===== config.mk =====
export PLATFORM = sky130hd
export DESIGN_NAME = mcl_ctrl
export DESIGN_NICKNAME = d
export VERILOG_FILES = /design/src/sv/midi_controller_latch_unit_assert.svh /design/src/sv/mcl_pkg.sv /design/src/sv/mcl_ctrl.sv
export SDC_FILE = /design/constraint.sdc
export NUM_CORES = 1
export LEC_CHECK = 0
export BUFFER_PORTS_ARGS = -buffer_cell sky130_fd_sc_hd__clkbuf_2
export CORE_UTILIZATION = 51
export CTS_BUF_LIST = sky130_fd_sc_hd__clkbuf_2 sky130_fd_sc_hd__clkbuf_4 sky130_fd_sc_hd__clkbuf_8
export DETAILED_ROUTE_END_ITERATION = 12
export HOLD_SLACK_MARGIN = 0.1
export PLACE_DENSITY = 0.79
export SLEW_MARGIN = 25
export SYNTH_ARGS = -nofsm -noshare
export SYNTH_HDL_FRONTEND = slang
export SYNTH_SLANG_ARGS = --single-unit
export TNS_END_PERCENT = 5

===== constraint.sdc =====
create_clock -name clk -period 2.1 [get_ports clk]
set_input_delay 0.21 -clock clk [delete_from_list [all_inputs] [get_ports clk]]
set_output_delay 0.21 -clock clk [all_outputs]
set_load 0.1 [all_outputs]

===== src/sv/midi_controller_latch_unit_assert.svh =====
// ----------------------------------------------------------------------------
// midi controller latch unit: assertion macros
// shared concurrent check forms, clocked on clk and held off during reset
// ----------------------------------------------------------------------------
`ifndef MIDI_CONTROLLER_LATCH_UNIT_ASSERT_SVH
`define MIDI_CONTROLLER_LATCH_UNIT_ASSERT_SVH

// consequent holds in the same cycle as the antecedent
`define MCL_ASSERT_SAME(lbl, ante, cons, msg) \
    lbl: assert property (@(posedge clk) disable iff (!rst_n) (ante) |-> (cons)) \
        else $error(msg);

// consequent holds in the cycle after the antecedent
`define MCL_ASSERT_NEXT(lbl, ante, cons, msg) \
    lbl: assert property (@(posedge clk) disable iff (!rst_n) (ante) |=> (cons)) \
        else $error(msg);

`endif


===== src/sv/mcl_pkg.sv =====
// ----------------------------------------------------------------------------
// mcl_pkg
// sizes, codes, types and address helpers of the controller latch unit
// ----------------------------------------------------------------------------
`timescale 1ns / 1ps

package mcl_pkg;

    localparam int NUM_CHANNELS    = 16;
    localparam int NUM_CONTROLLERS = 128;
    localparam int TABLE_DEPTH     = NUM_CHANNELS * NUM_CONTROLLERS;
    localparam int ADDR_W          = (TABLE_DEPTH > 1) ? $clog2(TABLE_DEPTH) : 1;

    localparam int CHAN_W  = 4;
    localparam int CTRL_W  = 7;
    localparam int KIND_W  = 4;
    localparam int VALUE_W = 7;
    localparam int ENTRY_W = VALUE_W + 1;

    localparam logic [KIND_W-1:0] KIND_NOTE_OFF    = 4'd8;
    localparam logic [KIND_W-1:0] KIND_NOTE_ON     = 4'd9;
    localparam logic [KIND_W-1:0] KIND_CTRL_CHANGE = 4'd11;

    localparam logic CMD_MSG  = 1'b0;
    localparam logic CMD_READ = 1'b1;

    typedef logic [ADDR_W-1:0]  addr_t;
    typedef logic [ENTRY_W-1:0] entry_t;

    // one access to the table: a write port and a read address
    typedef struct packed {
        logic   wr_en;
        addr_t  wr_addr;
        entry_t wr_data;
        addr_t  rd_addr;
    } tbl_req_t;

    typedef struct packed {
        logic               valid;
        logic [VALUE_W-1:0] value;
        logic               fresh;
    } res_t;

    function automatic addr_t entry_addr(input logic [CHAN_W-1:0] chan,
                                         input logic [CTRL_W-1:0] ctrl);
        int a;
        a = int'(chan) * NUM_CONTROLLERS + int'(ctrl);
        return addr_t'(a);
    endfunction

    function automatic logic chan_ok(input logic [CHAN_W-1:0] chan);
        return int'(chan) < NUM_CHANNELS;
    endfunction

    function automatic logic ctrl_ok(input logic [CTRL_W-1:0] ctrl);
        return int'(ctrl) < NUM_CONTROLLERS;
    endfunction

endpackage


===== src/sv/mcl_ctrl.sv =====
// ----------------------------------------------------------------------------
// mcl_ctrl
// sequencer: clearing sweep, message decode and the channel scan of reads
// ----------------------------------------------------------------------------
`timescale 1ns / 1ps

module mcl_ctrl (
    input  logic                               clk,
    input  logic                               rst_n,
    input  logic                               start,
    input  logic                               cmd,
    input  logic [mcl_pkg::KIND_W-1:0]         msg_kind,
    input  logic [mcl_pkg::CHAN_W-1:0]         channel,
    input  logic                               any_channel,
    input  logic [mcl_pkg::CTRL_W-1:0]         controller,
    input  logic [mcl_pkg::VALUE_W-1:0]        data_value,
    input  mcl_pkg::entry_t                    rd_data,
    output mcl_pkg::tbl_req_t                  req,
    output mcl_pkg::res_t                      res,
    output logic                               busy
);

    localparam logic [1:0] ST_CLEAR  = 2'd0;
    localparam logic [1:0] ST_IDLE   = 2'd1;
    localparam logic [1:0] ST_DECODE = 2'd2;
    localparam logic [1:0] ST_SCAN   = 2'd3;

    localparam logic [mcl_pkg::CHAN_W-1:0] LAST_CHAN =
        mcl_pkg::CHAN_W'(mcl_pkg::NUM_CHANNELS - 1);
    localparam mcl_pkg::addr_t LAST_ADDR = mcl_pkg::addr_t'(mcl_pkg::TABLE_DEPTH - 1);

    logic [1:0]                     state_reg, state_next;
    mcl_pkg::addr_t                 clr_cnt_reg, clr_cnt_next;
    logic [mcl_pkg::CHAN_W-1:0]     scan_reg, scan_next;

    logic                           cmd_reg;
    logic [mcl_pkg::KIND_W-1:0]     kind_reg;
    logic [mcl_pkg::CHAN_W-1:0]     chan_reg;
    logic                           any_reg;
    logic [mcl_pkg::CTRL_W-1:0]     ctrl_reg;
    logic [mcl_pkg::VALUE_W-1:0]    val_reg;

    logic                           accept;

    assign busy   = (state_reg != ST_IDLE);
    assign accept = start && (state_reg == ST_IDLE);

    always_ff @(posedge clk or negedge rst_n)
    begin
        if (!rst_n)
        begin
            state_reg   <= ST_CLEAR;
            clr_cnt_reg <= '0;
            scan_reg    <= '0;
        end
        else
        begin
            state_reg   <= state_next;
            clr_cnt_reg <= clr_cnt_next;
            scan_reg    <= scan_next;
        end
    end

    always_ff @(posedge clk)
    begin
        if (accept)
        begin
            cmd_reg  <= cmd;
            kind_reg <= msg_kind;
            chan_reg <= channel;
            any_reg  <= any_channel;
            ctrl_reg <= controller;
            val_reg  <= data_value;
        end
    end

    always_comb
    begin
        state_next   = state_reg;
        clr_cnt_next = clr_cnt_reg;
        scan_next    = scan_reg;
        req.wr_en    = 1'b0;
        req.wr_addr  = mcl_pkg::entry_addr(scan_reg, ctrl_reg);
        req.wr_data  = '0;
        res          = '0;

        unique case (state_reg)
            ST_CLEAR:
            begin
                req.wr_en   = 1'b1;
                req.wr_addr = clr_cnt_reg;
                if (clr_cnt_reg == LAST_ADDR)
                begin
                    state_next = ST_IDLE;
                end
                else
                begin
                    clr_cnt_next = clr_cnt_reg + 1'b1;
                end
            end

            ST_IDLE:
            begin
                if (start)
                begin
                    state_next = ST_DECODE;
                end
            end

            ST_DECODE:
            begin
                state_next = ST_IDLE;
                if (cmd_reg == mcl_pkg::CMD_MSG)
                begin
                    if (mcl_pkg::chan_ok(chan_reg) && mcl_pkg::ctrl_ok(ctrl_reg))
                    begin
                        req.wr_addr = mcl_pkg::entry_addr(chan_reg, ctrl_reg);
                        unique case (kind_reg) inside
                            mcl_pkg::KIND_CTRL_CHANGE, mcl_pkg::KIND_NOTE_ON:
                            begin
                                req.wr_en   = 1'b1;
                                req.wr_data = {1'b1, val_reg};
                            end
                            mcl_pkg::KIND_NOTE_OFF:
                            begin
                                req.wr_en   = 1'b1;
                                req.wr_data = {1'b1, {mcl_pkg::VALUE_W{1'b0}}};
                            end
                            default:
                            begin
                                req.wr_en = 1'b0;
                            end
                        endcase
                    end
                end
                else if (!mcl_pkg::ctrl_ok(ctrl_reg) ||
                         (!any_reg && !mcl_pkg::chan_ok(chan_reg)))
                begin
                    res.valid = 1'b1;
                end
                else
                begin
                    scan_next  = any_reg ? '0 : chan_reg;
                    state_next = ST_SCAN;
                end
            end

            ST_SCAN:
            begin
                // rd_data holds the entry of scan_reg
                if (!any_reg || rd_data[mcl_pkg::VALUE_W])
                begin
                    res.valid   = 1'b1;
                    res.value   = rd_data[mcl_pkg::VALUE_W-1:0];
                    res.fresh   = rd_data[mcl_pkg::VALUE_W];
                    req.wr_en   = 1'b1;
                    req.wr_data = {1'b0, rd_data[mcl_pkg::VALUE_W-1:0]};
                    state_next  = ST_IDLE;
                end
                else if (scan_reg == LAST_CHAN)
                begin
                    res.valid  = 1'b1;
                    state_next = ST_IDLE;
                end
                else
                begin
                    scan_next = scan_reg + 1'b1;
                end
            end

            default:
            begin
                state_next = ST_CLEAR;
            end
        endcase

        // next channel's entry is fetched while the current one is checked
        req.rd_addr = mcl_pkg::entry_addr(scan_next, ctrl_reg);
    end

endmodule


==> results.toml <==
[run_status]
status = "complete, but fails checks"
violations = "DRC, setup timing"

[sta]
hold_viol = 0
period_needed_ns = 2.281
fin_worst_skew_ns = 0.01137
max-slew-margin-rel_pct = 62.56
setup_tns_ns = -0.9481
worst_pin_slew_ns = 0.5640
rsz0062_at_grt = "true"
finalCritPeriodShare_pct = 108.6
slew_viol_final = 0
finalWorstSetupSlack_ns = -0.1813
timing.fmax_mhz = 438.3
setup_viol = 22

[yosys]
yosysWarnings = 0
synthMuxAreaShare_pct = 5.241
synth.top_cell.area_share_pct = 35.10
ys_ff_latch = 41
synth_area_per_cell_um2 = 11.60
synth-xor-area-share_pct = 2.559
yosys-top-cells-area = "edfxtp_1 (35%), dfrtp_1 (21%), ha_1 (4.3%), mux2_2 (3.3%), a22o_1 (3.0%)"
synth_top_family_by_area = "compound AO/OA/AOI/OAI gates"
netlist_area_um2 = 2053
synth_simple_gate_area_share_pct = 14.14
synth-compound-area-share_pct = 14.99
synth_edf_count = 24
yosysTopAreaCell = "edfxtp_1"
ys_types = 42
synthAdderAreaFrac_pct = 4.266
ys_seq_area_share_pct = 55.82
synth_fp_nets = 219
syn_inst = 177
synth_flop_cell = "edfxtp_1"
async_flop_share_pct = 41.46

[setup_path]
worstSetupStartpointType = "register"
crit_family = "simple AND/OR/NAND/NOR gates"
worstPathCellList = "buf_4 > ha_2 > nand4_1 > nor3_1 > a21oi_1 > o21ai_2 > buf_12"
endpoint_kind = "output port"
cp_num_buf_inv = 2
crit_fanout = 5
cpPeakStageDelay_ns = 0.37
arrival_ns = 2.07
cp_slowest_cell = "dfrtp_2"
crit_type = "reg -> out"
required_ns = 1.89

[cells_and_area]
largest_reg_flops = 11
fin_nets = 331
area_growth_pct = 67.03
drive_gt1_share_pct = 47.59
n_antenna_cell = 0
num-fill-cells = 116

[detailed_routing]
wl_per_cell_um = 26.64
viasPerCell = 6.621
num_vias = 2238
dr.pass1.iters = 11
ant_nets = 0
wirelength_um = 9004
drc = 2
first_iter_violations = 325

[cts]
worstSkewPairLatency_ns = 0.33
clk_pin_slew_ns = 0.09
clkSinkCount = 41
cts-buffers-inserted = 5
cts_tree = "done"
cts.path.max_buffers = 2
htreeDepth = 2
clock-root-buffer = "clkbuf_8"

[flow_run]
max-cap-violations = 0

[grt]
overflow = 0
grt_pass1_vias = 2161
grt_max_degree = 25
grt_pass1_wl_um = 11700
antenna_found_initial = 0
track_usage_pct = 39.40

[die]
fp.dieArea_um2 = 4284
fp.dieW_um = 65.45
io_pins = 76
fp-row-count = 22
core-area_um2 = 3771
initial_core_util_pct = 54.45
die_y_um = 65.45

[place]
dpl.hpwl_um = 3691
gp_congestion = 0.8681
portBuffers = 75

[worst_hold_path]
hold_path_class = "in -> async"
[synth_stat cells (all sizes together), types with 2 or more instances]
cell type,count
a22oi,6
a21oi,3
and3,8
mux2,6
and2,3
o21ai,9
nand4,3
clkbuf,5
nand3,4
nor3,2
ha,7
mux2i,4
nor2,9
nor4,2
nor2b,2
a22o,7
a21o,7
xnor2,5
buf,2
nand2b,2
nand3b,2
inv,9
nand2,14
a31oi,2
edfxtp,24
dfrtp,17
[worst paths after layout]
path / to / slack [ns] / cells after the start / startpoint
setup / recovery: req[10] / -0.18 / 7 / state_reg[0]$_DFFE_PN0P_
hold / removal: scan_reg[3]$_DFF_PN0_ / 0.34 / 2 / rst_n
setup reg to reg: clr_cnt_reg[8]$_DFFE_PN0P_ / 0.05 / 6 / state_reg[1]$_DFFE_PN0P_
hold reg to reg: clr_cnt_reg[10]$_DFFE_PN0P_ / 0.57 / 1 / clr_cnt_reg[10]$_DFFE_PN0P_
max in group asynchronous: state_reg[0]$_DFFE_PN0P_ / 1.41 / 2 / rst_n
min in group clk: scan_reg[2]$_DFF_PN0_ / 0.45 / 4 / rd_data[7]
[stage by stage]
step / cells / setup slack [ns] / area (um2) / util (%) / hold WS, ns
2_1_floorplan: 177 / -0.2625 / 2127 / - / -0.08559
3_3_place_gp: 300 / 0.1727 / 2980 / 79.03 / 0.1732
3_5_place_dp: 300 / 0.1014 / 2980 / 79.03 / 0.1759
4_1_cts: 335 / -0.02837 / 3367 / 89.28 / 0.3776
5_1_grt: 338 / -0.2815 / 3430 / 90.94 / 0.3831
6_report: 338 / -0.1813 / 3430 / 90.94 / 0.3441
[placed cells by master (no fill, tap or decap), types with 4 or more instances in the layout]
| cell | instances |
|---|---|
| edfxtp_1 | 24 |
| buf_4 | 19 |
| a22oi_1 | 6 |
| buf_12 | 25 |
| a22o_1 | 7 |
| o21ai_0 | 4 |
| o21ai_2 | 4 |
| a21o_1 | 7 |
| clkbuf_2 | 42 |
| clkbuf_8 | 5 |
| inv_1 | 8 |
| dfrtp_2 | 4 |
| mux2i_1 | 4 |
| xnor2_1 | 5 |
| nand2_1 | 13 |
| dlygate4sd3_1 | 25 |
| mux2_2 | 6 |
| dfrtp_1 | 13 |
| and3_2 | 7 |
| nor2_1 | 7 |
[per-layer routing]
metal / track usage (%) / wire [um]
met1: 45.90 / 3109
met2: 61.47 / 4287
met3: 12.67 / 1048
met4: 26.90 / 560
met5: 0 / 0
[cell families after synthesis]
group | after synthesis
AO/OA/AOI/OAI | 43
AND/OR/NAND/NOR | 54
flip-flops | 41
buffers and inverters | 16
multiplexers | 10
adder cells (fa/ha/maj) | 7
XOR/XNOR | 6
[area by class of cell]
| class | count | area, um2 | area share (%) |
|---|---|---|---|
| sequential | 41 | 1151 | 33.56 |
| timing repair buffer | 112 | 1111 | 32.40 |
| multi-input combinational | 120 | 982.2 | 28.64 |
| clock buffer | 5 | 68.82 | 2.007 |
| tap | 48 | 60.06 | 1.751 |
| inverter | 9 | 33.78 | 0.9850 |
| clock inverter | 3 | 22.52 | 0.6567 |
[repair_timing]
action	4_1_cts	5_1_grt
pin swaps	0	6
endpoints found under the setup margin	23	29
gates cloned	0	0
setup buffers	2	3
endpoints found under the hold margin	41	0
resized for setup	8	13
hold buffers	25	0
Power is left out: the tool's default activity adds up to more than one toggle a clock period on the data nets, which glitch-free logic cannot reach.
